<file path="config.mk">
export PLATFORM = sky130hd
export DESIGN_NAME = rpn_stack_calculator
export DESIGN_NICKNAME = d
export VERILOG_FILES = /design/src/sv/rpn_pkg.sv /design/src/sv/rpn_div.sv /design/src/sv/rpn_datapath.sv /design/src/sv/rpn_ctrl.sv /design/src/sv/rpn_stack_calculator.sv
export SDC_FILE = /design/constraint.sdc
export NUM_CORES = 2
export LEC_CHECK = 0
export BUFFER_PORTS_ARGS = -buffer_cell sky130_fd_sc_hd__buf_2
export CAP_MARGIN = 10
export CELL_PAD_IN_SITES_DETAIL_PLACEMENT = 1
export CELL_PAD_IN_SITES_GLOBAL_PLACEMENT = 2
export CORE_ASPECT_RATIO = 2
export CORE_MARGIN = 10
export CORE_UTILIZATION = 48
export CTS_BUF_LIST = sky130_fd_sc_hd__clkbuf_16
export DETAILED_ROUTE_END_ITERATION = 8
export PLACE_DENSITY = 0.89
export SYNTH_ARGS = -nofsm -noshare
export SYNTH_HDL_FRONTEND = slang
export SYNTH_HIERARCHICAL = 1
export SYNTH_SLANG_ARGS = --single-unit
</file>
<file path="constraint.sdc">
create_clock -name i_clk -period 31.9 [get_ports i_clk]
set_clock_uncertainty 0.1 [all_clocks]
set_input_delay 3.19 -clock i_clk [delete_from_list [all_inputs] [get_ports i_clk]]
set_output_delay 3.19 -clock i_clk [all_outputs]
set_load 0.03 [all_outputs]
</file>
<file path="src/sv/rpn_pkg.sv">
// ----------------------------------------------------------------------------
// RPN calculator package
// Shared types, command codes and status codes.
// ----------------------------------------------------------------------------
package rpn_pkg;

    localparam int STACK_DEPTH_DEF = 64;
    localparam int DATA_WIDTH_DEF  = 32;

    typedef enum logic [3:0] {
        MODE_PUSH  = 4'd0,
        MODE_ADD   = 4'd1,
        MODE_SUB   = 4'd2,
        MODE_MUL   = 4'd3,
        MODE_DIV   = 4'd4,
        MODE_NEG   = 4'd5,
        MODE_DUP   = 4'd6,
        MODE_SWAP  = 4'd7,
        MODE_PRINT = 4'd8,
        MODE_CLEAR = 4'd9,
        MODE_PALL  = 4'd10,
        MODE_BAD   = 4'd11
    } t_mode;

    localparam logic [2:0] ST_OK    = 3'd0;
    localparam logic [2:0] ST_UNDER = 3'd1;
    localparam logic [2:0] ST_DIV0  = 3'd2;
    localparam logic [2:0] ST_BAD   = 3'd3;
    localparam logic [2:0] ST_FULL  = 3'd4;

    typedef struct packed {
        logic [3:0]         mode;
        logic signed [31:0] push_value;
    } t_cmd;

    typedef struct packed {
        logic [2:0]         status;
        logic               has_value;
        logic signed [31:0] value;
        logic               last;
    } t_res;

    // datapath operations
    typedef enum logic [3:0] {
        OP_NONE,
        OP_RD_TOP,
        OP_RD_SEC,
        OP_WR_PUSH,
        OP_WR_RES,
        OP_WR_NEG,
        OP_WR_DUP,
        OP_WR_SWAP_HI,
        OP_WR_SWAP_LO,
        OP_DIV_START,
        OP_RD_IDX,
        OP_CLEAR
    } t_op;

    typedef struct packed {
        t_op        op;
        logic [3:0] mode;
    } t_ctl;

    typedef struct packed {
        logic div_done;
        logic div_zero;
    } t_sts;

endpackage

</file>
<file path="src/sv/rpn_div.sv">
// ----------------------------------------------------------------------------
// RPN divider
// Radix-2 restoring signed divide, one quotient bit per cycle, truncating.
// ----------------------------------------------------------------------------
module rpn_div #(
    parameter int DATA_WIDTH = 32
) (
    input  logic                  i_clk,
    input  logic                  i_rst_n,
    input  logic                  i_start,
    input  logic [DATA_WIDTH-1:0] i_a,
    input  logic [DATA_WIDTH-1:0] i_b,
    output logic                  o_done,
    output logic [DATA_WIDTH-1:0] o_q
);
    localparam int CW = $clog2(DATA_WIDTH + 1);

    logic [DATA_WIDTH-1:0] r_rem, n_rem;
    logic [DATA_WIDTH-1:0] r_quo, n_quo;
    logic [DATA_WIDTH-1:0] r_den;
    logic                  r_neg;
    logic [CW-1:0]         r_cnt;
    logic                  r_busy;
    logic [DATA_WIDTH:0]   w_trial;
    logic [DATA_WIDTH:0]   w_shift;

    always_comb begin
        w_shift = {r_rem, r_quo[DATA_WIDTH-1]};
        w_trial = w_shift - {1'b0, r_den};
        n_quo   = {r_quo[DATA_WIDTH-2:0], ~w_trial[DATA_WIDTH]};
        n_rem   = w_trial[DATA_WIDTH] ? w_shift[DATA_WIDTH-1:0] : w_trial[DATA_WIDTH-1:0];
    end

    always_ff @(posedge i_clk) begin
        if (!i_rst_n) begin
            r_busy <= 1'b0;
            o_done <= 1'b0;
            r_cnt  <= '0;
        end else begin
            o_done <= 1'b0;
            if (i_start) begin
                r_busy <= 1'b1;
                r_cnt  <= CW'(DATA_WIDTH);
                r_rem  <= '0;
                r_quo  <= i_a[DATA_WIDTH-1] ? -i_a : i_a;
                r_den  <= i_b[DATA_WIDTH-1] ? -i_b : i_b;
                r_neg  <= i_a[DATA_WIDTH-1] ^ i_b[DATA_WIDTH-1];
            end else if (r_busy) begin
                r_rem <= n_rem;
                r_quo <= n_quo;
                r_cnt <= r_cnt - CW'(1);
                if (r_cnt == CW'(1)) begin
                    r_busy <= 1'b0;
                    o_done <= 1'b1;
                end
            end
        end
    end

    assign o_q = r_neg ? -r_quo : r_quo;

endmodule

</file>
<file path="src/sv/rpn_datapath.sv">
// ----------------------------------------------------------------------------
// RPN datapath
// Stack memory, entry count, operand registers, ALU and divider.
// ----------------------------------------------------------------------------
module rpn_datapath #(
    parameter int STACK_DEPTH = 64,
    parameter int DATA_WIDTH  = 32
) (
    input  logic                  i_clk,
    input  logic                  i_rst_n,
    input  rpn_pkg::t_ctl         i_ctl,
    input  logic signed [31:0]    i_push_value,
    output rpn_pkg::t_sts         o_sts,
    output logic [$clog2(STACK_DEPTH+1)-1:0] o_count,
    output logic [31:0]           o_rd_low
);
    import rpn_pkg::*;

    localparam int CW = $clog2(STACK_DEPTH + 1);
    localparam int AW = (STACK_DEPTH > 1) ? $clog2(STACK_DEPTH) : 1;

    logic [DATA_WIDTH-1:0] r_mem [STACK_DEPTH];
    logic [CW-1:0]         r_count;
    logic [CW-1:0]         r_idx;
    logic [DATA_WIDTH-1:0] r_rd;
    logic [DATA_WIDTH-1:0] r_b;
    logic [DATA_WIDTH-1:0] r_a;
    logic [DATA_WIDTH-1:0] w_res;
    logic [DATA_WIDTH-1:0] w_q;
    logic [DATA_WIDTH-1:0] w_pv;
    logic                  w_div_done;
    logic                  w_we;
    logic [AW-1:0]         w_wa;
    logic [DATA_WIDTH-1:0] w_wd;
    logic [AW-1:0]         w_ra;
    logic [CW-1:0]         w_top, w_sec;

    assign w_top = r_count - CW'(1);
    assign w_sec = r_count - CW'(2);
    assign w_pv  = DATA_WIDTH'({{32{i_push_value[31]}}, i_push_value});

    always_comb begin
        case (t_mode'(i_ctl.mode))
            MODE_ADD: w_res = r_a + r_b;
            MODE_SUB: w_res = r_a - r_b;
            default:  w_res = r_a * r_b;
        endcase
    end

    rpn_div #(.DATA_WIDTH(DATA_WIDTH)) u_div (
        .i_clk   (i_clk),
        .i_rst_n (i_rst_n),
        .i_start (i_ctl.op == OP_DIV_START),
        .i_a     (r_a),
        .i_b     (r_b),
        .o_done  (w_div_done),
        .o_q     (w_q)
    );

    always_comb begin
        w_we = 1'b1;
        w_wa = w_top[AW-1:0];
        w_wd = r_b;
        w_ra = w_top[AW-1:0];
        case (i_ctl.op)
            OP_WR_PUSH:    begin w_wa = r_count[AW-1:0]; w_wd = w_pv; end
            OP_WR_RES: begin
                w_wa = w_sec[AW-1:0];
                w_wd = (t_mode'(i_ctl.mode) == MODE_DIV) ? w_q : w_res;
            end
            OP_WR_NEG:     w_wd = -r_b;
            OP_WR_DUP:     w_wa = r_count[AW-1:0];
            OP_WR_SWAP_HI: w_wd = r_a;
            OP_WR_SWAP_LO: w_wa = w_sec[AW-1:0];
            OP_RD_SEC:     begin w_we = 1'b0; w_ra = w_sec[AW-1:0]; end
            OP_RD_IDX:     begin w_we = 1'b0; w_ra = r_idx[AW-1:0]; end
            default:       w_we = 1'b0;
        endcase
    end

    always_ff @(posedge i_clk) begin
        if (w_we) begin
            r_mem[w_wa] <= w_wd;
        end
        r_rd <= r_mem[w_ra];
    end

    always_ff @(posedge i_clk) begin
        if (!i_rst_n) begin
            r_count <= '0;
            r_idx   <= '0;
        end else begin
            case (i_ctl.op)
                OP_WR_PUSH, OP_WR_DUP: r_count <= r_count + CW'(1);
                OP_WR_RES:             r_count <= r_count - CW'(1);
                OP_CLEAR:              r_count <= '0;
                OP_RD_TOP:             r_idx   <= w_top;
                OP_RD_IDX:             r_idx   <= r_idx - CW'(1);
                default:               ;
            endcase
        end
    end

    // operand capture: registered read data of RD_TOP goes to r_b (top), of RD_SEC to r_a (second)
    logic [1:0] r_cap;
    always_ff @(posedge i_clk) begin
        if (!i_rst_n) begin
            r_cap <= '0;
        end else begin
            r_cap <= {i_ctl.op == OP_RD_SEC, i_ctl.op == OP_RD_TOP};
        end
        if (r_cap[0]) r_b <= r_rd;
        if (r_cap[1]) r_a <= r_rd;
    end

    assign o_sts.div_done = w_div_done;
    assign o_sts.div_zero = (r_b == '0);
    assign o_count        = r_count;
    assign o_rd_low       = 32'({{32{r_rd[DATA_WIDTH-1]}}, r_rd});

endmodule

</file>
<file path="src/sv/rpn_ctrl.sv">
// ----------------------------------------------------------------------------
// RPN controller
// Sequences memory reads, writes, divide and result beats per command.
// ----------------------------------------------------------------------------
module rpn_ctrl #(
    parameter int STACK_DEPTH = 64
) (
    input  logic          i_clk,
    input  logic          i_rst_n,
    input  logic          start,
    input  rpn_pkg::t_cmd i_cmd,
    output logic          busy,
    output rpn_pkg::t_ctl o_ctl,
    output logic signed [31:0] o_push_value,
    input  rpn_pkg::t_sts i_sts,
    input  logic [$clog2(STACK_DEPTH+1)-1:0] i_count,
    input  logic [31:0]   i_rd_low,
    output logic          o_strobe,
    output rpn_pkg::t_res o_res
);
    import rpn_pkg::*;

    localparam int CW = $clog2(STACK_DEPTH + 1);

    typedef enum logic [8:0] {
        S_IDLE  = 9'b000000001,
        S_RDT   = 9'b000000010,
        S_RDS   = 9'b000000100,
        S_WAIT  = 9'b000001000,
        S_EXEC  = 9'b000010000,
        S_DIV   = 9'b000100000,
        S_SWAP  = 9'b001000000,
        S_PALL  = 9'b010000000,
        S_DRAIN = 9'b100000000
    } t_state;

    t_state        r_state, n_state;
    t_cmd          r_cmd;
    logic [CW-1:0] r_left;
    logic          r_pipe;
    t_ctl          w_ctl;
    logic          w_emit;
    t_res          w_res;
    logic          w_acc;
    t_mode         w_m;

    assign w_acc = start && !busy;
    assign busy  = (r_state != S_IDLE);
    assign w_m   = t_mode'(r_cmd.mode);
    assign o_push_value = r_cmd.push_value;

    always_comb begin
        n_state    = r_state;
        w_ctl.op   = OP_NONE;
        w_ctl.mode = r_cmd.mode;
        w_emit     = 1'b0;
        w_res      = '{status: ST_OK, has_value: 1'b0, value: '0, last: 1'b1};
        case (r_state)
            S_IDLE: ;
            S_RDT: begin
                n_state = S_IDLE;
                w_emit  = 1'b1;
                case (w_m)
                    MODE_PUSH: begin
                        if (i_count >= CW'(STACK_DEPTH)) w_res.status = ST_FULL;
                        else w_ctl.op = OP_WR_PUSH;
                    end
                    MODE_ADD, MODE_SUB, MODE_MUL, MODE_DIV, MODE_SWAP: begin
                        if (i_count < CW'(2)) begin
                            w_res.status = ST_UNDER;
                        end else begin
                            w_emit = 1'b0; w_ctl.op = OP_RD_TOP; n_state = S_RDS;
                        end
                    end
                    MODE_NEG, MODE_PRINT: begin
                        if (i_count < CW'(1)) begin
                            w_res.status = ST_UNDER;
                        end else begin
                            w_emit = 1'b0; w_ctl.op = OP_RD_TOP; n_state = S_WAIT;
                        end
                    end
                    MODE_DUP: begin
                        if (i_count < CW'(1)) begin
                            w_res.status = ST_UNDER;
                        end else if (i_count >= CW'(STACK_DEPTH)) begin
                            w_res.status = ST_FULL;
                        end else begin
                            w_emit = 1'b0; w_ctl.op = OP_RD_TOP; n_state = S_WAIT;
                        end
                    end
                    MODE_CLEAR: w_ctl.op = OP_CLEAR;
                    MODE_PALL: begin
                        if (i_count != '0) begin
                            w_emit = 1'b0; w_ctl.op = OP_RD_TOP; n_state = S_PALL;
                        end
                    end
                    default: w_res.status = ST_BAD;
                endcase
            end
            S_RDS: begin
                w_ctl.op = OP_RD_SEC;
                n_state  = S_WAIT;
            end
            S_WAIT: n_state = S_EXEC;
            S_EXEC: begin
                n_state = S_IDLE;
                w_emit  = 1'b1;
                case (w_m)
                    MODE_NEG:   w_ctl.op = OP_WR_NEG;
                    MODE_DUP:   w_ctl.op = OP_WR_DUP;
                    MODE_PRINT: begin
                        w_res.has_value = 1'b1;
                        w_res.value     = i_rd_low;
                    end
                    MODE_SWAP: begin
                        w_emit = 1'b0; w_ctl.op = OP_WR_SWAP_HI; n_state = S_SWAP;
                    end
                    MODE_DIV: begin
                        if (i_sts.div_zero) begin
                            w_res.status = ST_DIV0;
                        end else begin
                            w_emit = 1'b0; w_ctl.op = OP_DIV_START; n_state = S_DIV;
                        end
                    end
                    default: w_ctl.op = OP_WR_RES;
                endcase
            end
            S_DIV: begin
                if (i_sts.div_done) begin
                    w_ctl.op = OP_WR_RES;
                    w_emit   = 1'b1;
                    n_state  = S_IDLE;
                end
            end
            S_SWAP: begin
                w_ctl.op = OP_WR_SWAP_LO;
                w_emit   = 1'b1;
                n_state  = S_IDLE;
            end
            S_PALL: begin
                if (r_left != '0) w_ctl.op = OP_RD_IDX;
                if (r_pipe) begin
                    w_emit          = 1'b1;
                    w_res.has_value = 1'b1;
                    w_res.value     = i_rd_low;
                    w_res.last      = (r_left == '0);
                    if (w_res.last) n_state = S_IDLE;
                end
            end
            default: n_state = S_IDLE;
        endcase
    end

    assign o_ctl = w_ctl;

    always_ff @(posedge i_clk) begin
        if (!i_rst_n) begin
            r_state  <= S_IDLE;
            o_strobe <= 1'b0;
            r_left   <= '0;
            r_pipe   <= 1'b0;
        end else begin
            r_state  <= n_state;
            o_strobe <= w_emit;
            if (r_state == S_RDT) begin
                r_left <= i_count;
            end
            if (w_ctl.op == OP_RD_TOP || w_ctl.op == OP_RD_IDX) begin
                if (r_state == S_PALL) r_left <= r_left - CW'(1);
            end
            // read data is valid in the cycle after a read issue
            r_pipe <= (r_state == S_PALL && w_ctl.op == OP_RD_IDX);
            if (w_acc) begin
                r_state <= S_RDT;
            end
        end
    end

    always_ff @(posedge i_clk) begin
        if (w_acc) r_cmd <= i_cmd;
        o_res <= w_res;
    end

    always_ff @(posedge i_clk) begin
        if (i_rst_n && o_strobe && o_res.has_value) begin
            assert (o_res.status == ST_OK) else $error("value beat with bad status");
        end
    end

    property p_idle_no_op;
        @(posedge i_clk) disable iff (!i_rst_n)
        (r_state == S_IDLE) |-> (w_ctl.op == OP_NONE && !w_emit);
    endproperty
    a_idle_no_op: assert property (p_idle_no_op) else $error("op issued while idle");

    property p_emit_idle;
        @(posedge i_clk) disable iff (!i_rst_n)
        (w_emit && w_res.last) |=> (r_state == S_IDLE || r_state == S_RDT);
    endproperty
    a_emit_idle: assert property (p_emit_idle) else $error("last beat without return");

    property p_div_zero;
        @(posedge i_clk) disable iff (!i_rst_n)
        (r_state == S_DIV) |-> !i_sts.div_zero;
    endproperty
    a_div_zero: assert property (p_div_zero) else $error("divide by zero started");

endmodule

</file>
<file path="src/sv/rpn_stack_calculator.sv">
// ----------------------------------------------------------------------------
// RPN stack calculator
// Reverse Polish integer calculator on a bounded stack, controller plus datapath.
// ----------------------------------------------------------------------------
// Divide produces one quotient bit per cycle; print all gives one beat per cycle
//   for each of its N entries, from the memory port.
// One command at a time; busy high until the last beat is out.
// Synchronous active-low reset empties the stack; memory contents are not cleared.
// Result beats cannot be stalled by the receiver.
module rpn_stack_calculator #(
    parameter int STACK_DEPTH = rpn_pkg::STACK_DEPTH_DEF,
    parameter int DATA_WIDTH  = rpn_pkg::DATA_WIDTH_DEF
) (
    input  logic          i_clk,
    input  logic          i_rst_n,
    input  logic          start,
    output logic          busy,
    input  rpn_pkg::t_cmd i_cmd,
    output logic          o_strobe,
    output rpn_pkg::t_res o_res
);
    import rpn_pkg::*;

    localparam int CW = $clog2(STACK_DEPTH + 1);

    t_ctl               w_ctl;
    t_sts               w_sts;
    logic [CW-1:0]      w_count;
    logic [31:0]        w_rd_low;
    logic signed [31:0] w_pv;

    rpn_ctrl #(.STACK_DEPTH(STACK_DEPTH)) u_ctrl (
        .i_clk        (i_clk),
        .i_rst_n      (i_rst_n),
        .start        (start),
        .i_cmd        (i_cmd),
        .busy         (busy),
        .o_ctl        (w_ctl),
        .o_push_value (w_pv),
        .i_sts        (w_sts),
        .i_count      (w_count),
        .i_rd_low     (w_rd_low),
        .o_strobe     (o_strobe),
        .o_res        (o_res)
    );

    rpn_datapath #(.STACK_DEPTH(STACK_DEPTH), .DATA_WIDTH(DATA_WIDTH)) u_dp (
        .i_clk        (i_clk),
        .i_rst_n      (i_rst_n),
        .i_ctl        (w_ctl),
        .i_push_value (w_pv),
        .o_sts        (w_sts),
        .o_count      (w_count),
        .o_rd_low     (w_rd_low)
    );

endmodule
</file>
== Word level (Yosys, flattened, before mapping) ==
Memories as Yosys holds them, arrays and structs flattened. A register that Yosys moved wholly into a read port is not among the register bits.
Index checks and enable logic that the tools add are counted.
Operators by class
  bitwise logic cells: 5
  add/sub/neg operators: 12
  equality and inequality tests: 38
  muxes and demuxes: 73
  multipliers: 1
  reductions and logical operators: 26
  $lt $le $gt $ge: 3
Operators by type and width (count)
  32-bit two-way mux: 7
  32-bit case mux with 4 select lines: 1
  32-bit negation: 3
  33-bit case mux with 2 select lines: 1
  32-bit case mux with 2 select lines: 1
  9-bit case mux with 7 select lines: 1
  4-bit case mux with 6 select lines: 2
  9-bit two-way mux: 4
  9-bit case mux with 4 select lines: 1
  34-bit two-way mux: 1
  33-bit two-way mux: 1
  33-bit by 32-bit subtractor with 33-bit output: 1
  32-bit adder: 1
  4-bit by 3-bit == test with 1-bit output (second input constant): 8
  32-bit logical NOT: 1
  32-bit by 32-bit multiplier with 32-bit output: 1
  32-bit subtractor: 1
  31-bit two-way mux: 1
  4-bit == test (second input constant): 7
  6-bit case mux with 2 select lines: 2
  1-bit two-way mux: 21
  7-bit two-way mux: 3
  7-bit case mux with 3 select lines: 1
  7-bit by 1-bit subtractor with 7-bit output (second input constant): 3
  49 further kinds: 84
Word-level totals
  word-level logic and storage cells: 184
  input bits: 39
  bits in writable memories: 2048
  output and inout port bits: 39
  memories kept: 1
  register bits: 276
Memory list
  u_dp.r_mem: depth 64, width 32, rd ports 1, clocked after Yosys merged registers in 1, wr ports 1, RTL line rpn_datapath.sv:22  | logic [DATA_WIDTH-1:0] r_mem [STACK_DEPTH];

== Logic depth before layout (Yosys ltp) ==
  word-level depth: 10
  gate-level depth with buffers: 29
  gate-level depth less buffers: 26

== Modules after synthesis ==
Netlist, hierarchy kept.
By module, submodules not included
  rpn_datapath: cells each 8994, times used 1, seq. area each 64361.7 um2, area an instance 104371.4 um2
  rpn_div: cells each 884, times used 1, seq. area each 3072.9 um2, area an instance 8094.0 um2
  rpn_ctrl: cells each 304, times used 1, seq. area each 2162.1 um2, area an instance 3498.4 um2

== Least setup slack after synthesis ==
OpenSTA, ideal clock, no wires.
  kind: register to register
  start point: register u_dp.r_b[6]
  end point: memory u_dp.r_mem[0][31] (data pin)
  data required time: 31080 ps
  period minus slack after synthesis: 10705 ps
  data arrival time: 9885 ps
  buffers on the path: 3
  slack: 21195 ps
  cell stages (with the launch flop): 28
  library setup time: 720 ps
  cells stage by stage: edfxtp_1 > clkbuf_1 > clkbuf_1 > and2_1 > fa_1 > fa_1 > fa_1 > inv_1 > fa_1 > inv_1 > fa_1 > inv_1 > fa_1 > inv_1 > fa_1 > fa_1 > ha_1 > clkbuf_1 > a21oi_1 > o211ai_1 > o211ai_1 > o2111ai_1 > a41oi_1 > a211oi_1 > o41ai_1 > xnor2_1 > nor2_1 > o31ai_1
On the way
  word-level cells in the longest chain between the ends: 6
  elaborated cells between the ends (all ways): 15
  those cells by class: 3 x add/sub; 1 x mul; 4 x eq/ne; 6 x mux; 1 x reduce/logical
RTL lines
  start: declaration: RTL line rpn_datapath.sv:26  | logic [DATA_WIDTH-1:0] r_b;
  start signal: assignment: RTL line rpn_datapath.sv:112  | if (r_cap[0]) r_b <= r_rd;
  branches (longest 5 deep; another with 32-bit by 32-bit multiplier with 32-bit output)
  32-bit case mux with 4 select lines (*): RTL line rpn_datapath.sv:65  | case (i_ctl.op)
  via u_dp.w_wd[31]: RTL line rpn_datapath.sv:34  | logic [DATA_WIDTH-1:0] w_wd;
  end: declaration: RTL line rpn_datapath.sv:22
Mark *: on every way through the listed nets, which the timed path passes.

==> impl_metrics.csv <==
group,metric,value,unit
synthesis,synth_edf_count,2245,
power_and_ir_drop,p_per_area,48.0,mW/mm^2
synthesis,syn_nets,10800,
power_and_ir_drop,vdd_drop_max,0.0398,mV
synthesis,synthXorXnorAreaFrac,0.0204,
global_route,grt_max_degree,224,
global_route,antenna_found_initial,28,
route,wirelength,416000,um
synthesis,synth_seq_cells,2354,
route,wire_per_inst,30.7,um
sta,setup_viol,0,
power_and_ir_drop,p_total,6.13,mW
clock_tree,cts-buffers-inserted,208,
setup_path,critPathLaunchType,"flip-flop",
sta,drv_slew,0,
setup_path,cp-end-kind,"flip-flop",
clock_tree,cts_tree,"built",
clock_tree,clk-insertion-delay-late,900,ps
min_path,min_path_type,"reg2reg",
synthesis,synthTopCellsByArea,"edfxtp_1, nand2_1, fa_1",
sta,post-route-period-util,0.379,
setup_path,path_common_cell,"buf_4",
clock_tree,htreeDepth,4,
synthesis,syn_inst,10200,
placement,gp_congestion,0.999,
route,drt_iter0_markers,6821,
layout,syn2layout_area_growth,10.2,%
clock_tree,cts_setup_buffers,0,
floorplan,rows,255,
sta,hold_viol_final,0,
synthesis,synth_mux_area_frac,0.00699,
placement,post-dp-hpwl,275000,um
synthesis,synth_top_cell_area_share,0.581,
power_and_ir_drop,p_leak,47.1,nW
synthesis,synth_area_per_cell,11.4,sq um
synthesis,synth_cell_type_count,95,
global_route,grt_pass1_vias,90900,
synthesis,synth_largest_area_cell,"edfxtp_1",
sta,relSlewSlack,0.0612,
route,drc,0,
sta,fmax,82.7,MHz
floorplan,num_io_pins,78,
clock_tree,cts_root_buffer,"clkbuf_16",
synthesis,yosysSeqAreaShare,0.600,
synthesis,synth_compound_area_frac,0.0753,
synthesis,yosysWarnings,6,
setup_path,critPathMaxFanout,223,
setup_path,cpMaxStageDelayCell,"buf_4",
route,via_per_inst,6.20,
layout,num-fill-cells,24800,
global_route,track_usage,0.309,
global_route,grt_overflow,0,
synthesis,yosys.area_share.adder,0.0925,
sta,layout_min_cycle_time,12090,ps
clock_tree,cts_num_sinks,2354,
clock_tree,clockBufferDepth,4,
setup_path,slowest_delay,990,ps
flow_run,drv_cap,0,
global_route,grt_pass1_wl,603000,um
setup_path,arrival,12710,ps
synthesis,ys_async_sr_fraction,0,
sta,rsz0062_at_grt,"no",
floorplan,core-area,0.241,sq mm
setup_path,cp_num_buf_inv,6,
clock_tree,cts_hold_buf,0,
route,ant_nets,0,
clock_tree,clk_pin_slew,90,ps
sta,setup_tns,0,ps
floorplan,start_util,0.481,
clock_tree,cts_resized,0,
synthesis,synth_area,0.116,sq mm
floorplan,die_h,715,um
route,via_count,83900,
placement,port_buffers,77,
synthesis,synth_top_family_by_area,"simple AND/OR/NAND/NOR gates",
synthesis,yosys.area_share.simple,0.169,
floorplan,dieArea,0.263,sq mm
layout,nets,10800,
run_status,status,"completed",
sta,tightest_slew,1410,ps
layout,drive_above_1_share,0.0804,
setup_path,cp_top_family,"simple AND/OR/NAND/NOR gates",
floorplan,die_x,368,um
setup_path,required,32520,ps
synthesis,synth_ff_type,"edfxtp_1",
route,first_pass_iters,6,
setup_path,worstSetupPathType,"reg2reg",
-- logic make-up (layout without fill, tap and decap cells) --
group,Yosys count,in the layout
muxes,80,80
buffers and inverters,1077,1192
xor gates and xnor gates,270,270
other,0,17
and+or+nand+nor,4374,4374
adders and majority gates,611,611
AOI/OAI and AO/OA,1416,1416
DFF,2354,2354
-- power by group --
part	total (mW)	leakage [nW]	internal (mW)	switching (mW)
Sequential	3.34	21.1	3.34	0.00680
Combinational	0.245	22.6	0.0736	0.171
Clock	2.54	3.39	1.38	1.16
Total	6.13	47.1	4.79	1.34
-- per-layer routing --
layer | share of wire | GRT usage | up-vias
met5 | 0.00032 | 0 | -
met4 | 0.090 | 0.241 | 18
met3 | 0.054 | 0.0414 | 1555
met2 | 0.53 | 0.569 | 3650
met1 | 0.33 | 0.312 | 43100
li1 | - | - | 35600
-- state kept, by name, summed over array words and instances, names as in the netlist, 2 cells and up --
register / cells
u_dp/r_mem: 2048
u_ctrl/o_res: 37
u_ctrl/o_push_value: 32
u_dp/o_rd_low: 32
u_dp/r_a: 32
u_dp/r_b: 32
u_dp/u_div/r_den: 32
u_dp/u_div/r_quo: 32
u_dp/u_div/r_rem: 32
u_ctrl/r_state: 8
u_ctrl/r_left: 7
u_dp/o_count: 7
u_dp/r_idx: 6
u_dp/u_div/r_cnt: 6
u_ctrl/w_m: 4
u_dp/r_cap: 2
-- layout by cell type (no fill, tap or decap), types with 45 or more instances in the layout --
cell       instances
o21ai_0          215
nor3_1            55
clkbuf_16        212
nand2b_1          45
buf_4            277
edfxtp_1        2245
inv_1            492
a31oi_1           75
buf_2             77
nand2_1         2352
a2111oi_0         61
nor2_1           374
and3_1           146
a21oi_1          579
and2_1           353
mux2i_1           72
clkinv_1          49
xor2_1            96
a211oi_1          86
o22ai_1           76
fa_1             410
nor4_1            48
nand3_1          761
ha_1             201
dfxtp_1          109
nor2_4            68
xnor2_1          174
-- final timing paths --
| path | slack, ps | to | startpoint | depth (start not counted) |
|---|---|---|---|---|
| min reg2reg | 370 | u_ctrl/r_left[0] | u_ctrl/r_left[0] | 2 |
| max reg2reg | 19810 | u_dp/o_rd_low[11] | u_dp/r_b[13] | 27 |
| max | 19810 | u_dp/o_rd_low[11] | u_dp/r_b[13] | 27 |
| min | 370 | u_ctrl/r_left[0] | u_ctrl/r_left[0] | 2 |
-- synth_stat cells, types with 19 or more instances --
library cell  instances
a2111oi_0            64
nand3_1             763
xor2_1               96
buf_1                74
xnor2_1             174
a31oi_1              75
a21oi_1             582
o22ai_1              77
o21a_1               31
nor4_1               48
ha_1                201
a221oi_1             20
o41ai_1              19
o31ai_1              30
a21o_1               36
nor2_1              443
a211oi_1             86
o21ai_0             233
buf_2                68
mux2i_1              72
clkbuf_1            470
fa_1                410
edfxtp_1           2245
nand2_1            2356
nand2b_1             45
nor2b_1              22
and3_1              146
and2_1              354
inv_1               457
nor3_1               59
dfxtp_1             109
o211ai_1             25
or3_1                30
-- through the flow --
step           worst slack, ps  cells   util  hold WS, ps  cell area [sq um]
5_1_grt                  19070  13500  0.530          389             128000
2_1_floorplan            21200  10200      -          285             116000
4_1_cts                  20080  13500  0.530          370             128000
6_report                 19810  13500  0.530          366             128000
3_5_place_dp             20220  13100  0.502          361             121000
3_3_place_gp             20260  13100  0.502          349             121000
-- tightest hold or removal path: stages, from the launching register on --
cell     delay, ps
dfxtp_1        320
nand2_1         50
a21oi_1         50
-- cell type report --
cell class / instances / area, sq um / area share
clock buffers: 212 / 5310 / 0.0415
repair buffers: 361 / 2580 / 0.0202
inverters: 458 / 1720 / 0.0135
flip-flops and latches: 2354 / 69600 / 0.545
diodes: 17 / 42.5 / 0.000333
multi-input cells: 6751 / 43100 / 0.338
clock inverters: 161 / 1370 / 0.0108
well taps: 3212 / 4020 / 0.0315
(Power assumes the default switching activity.)
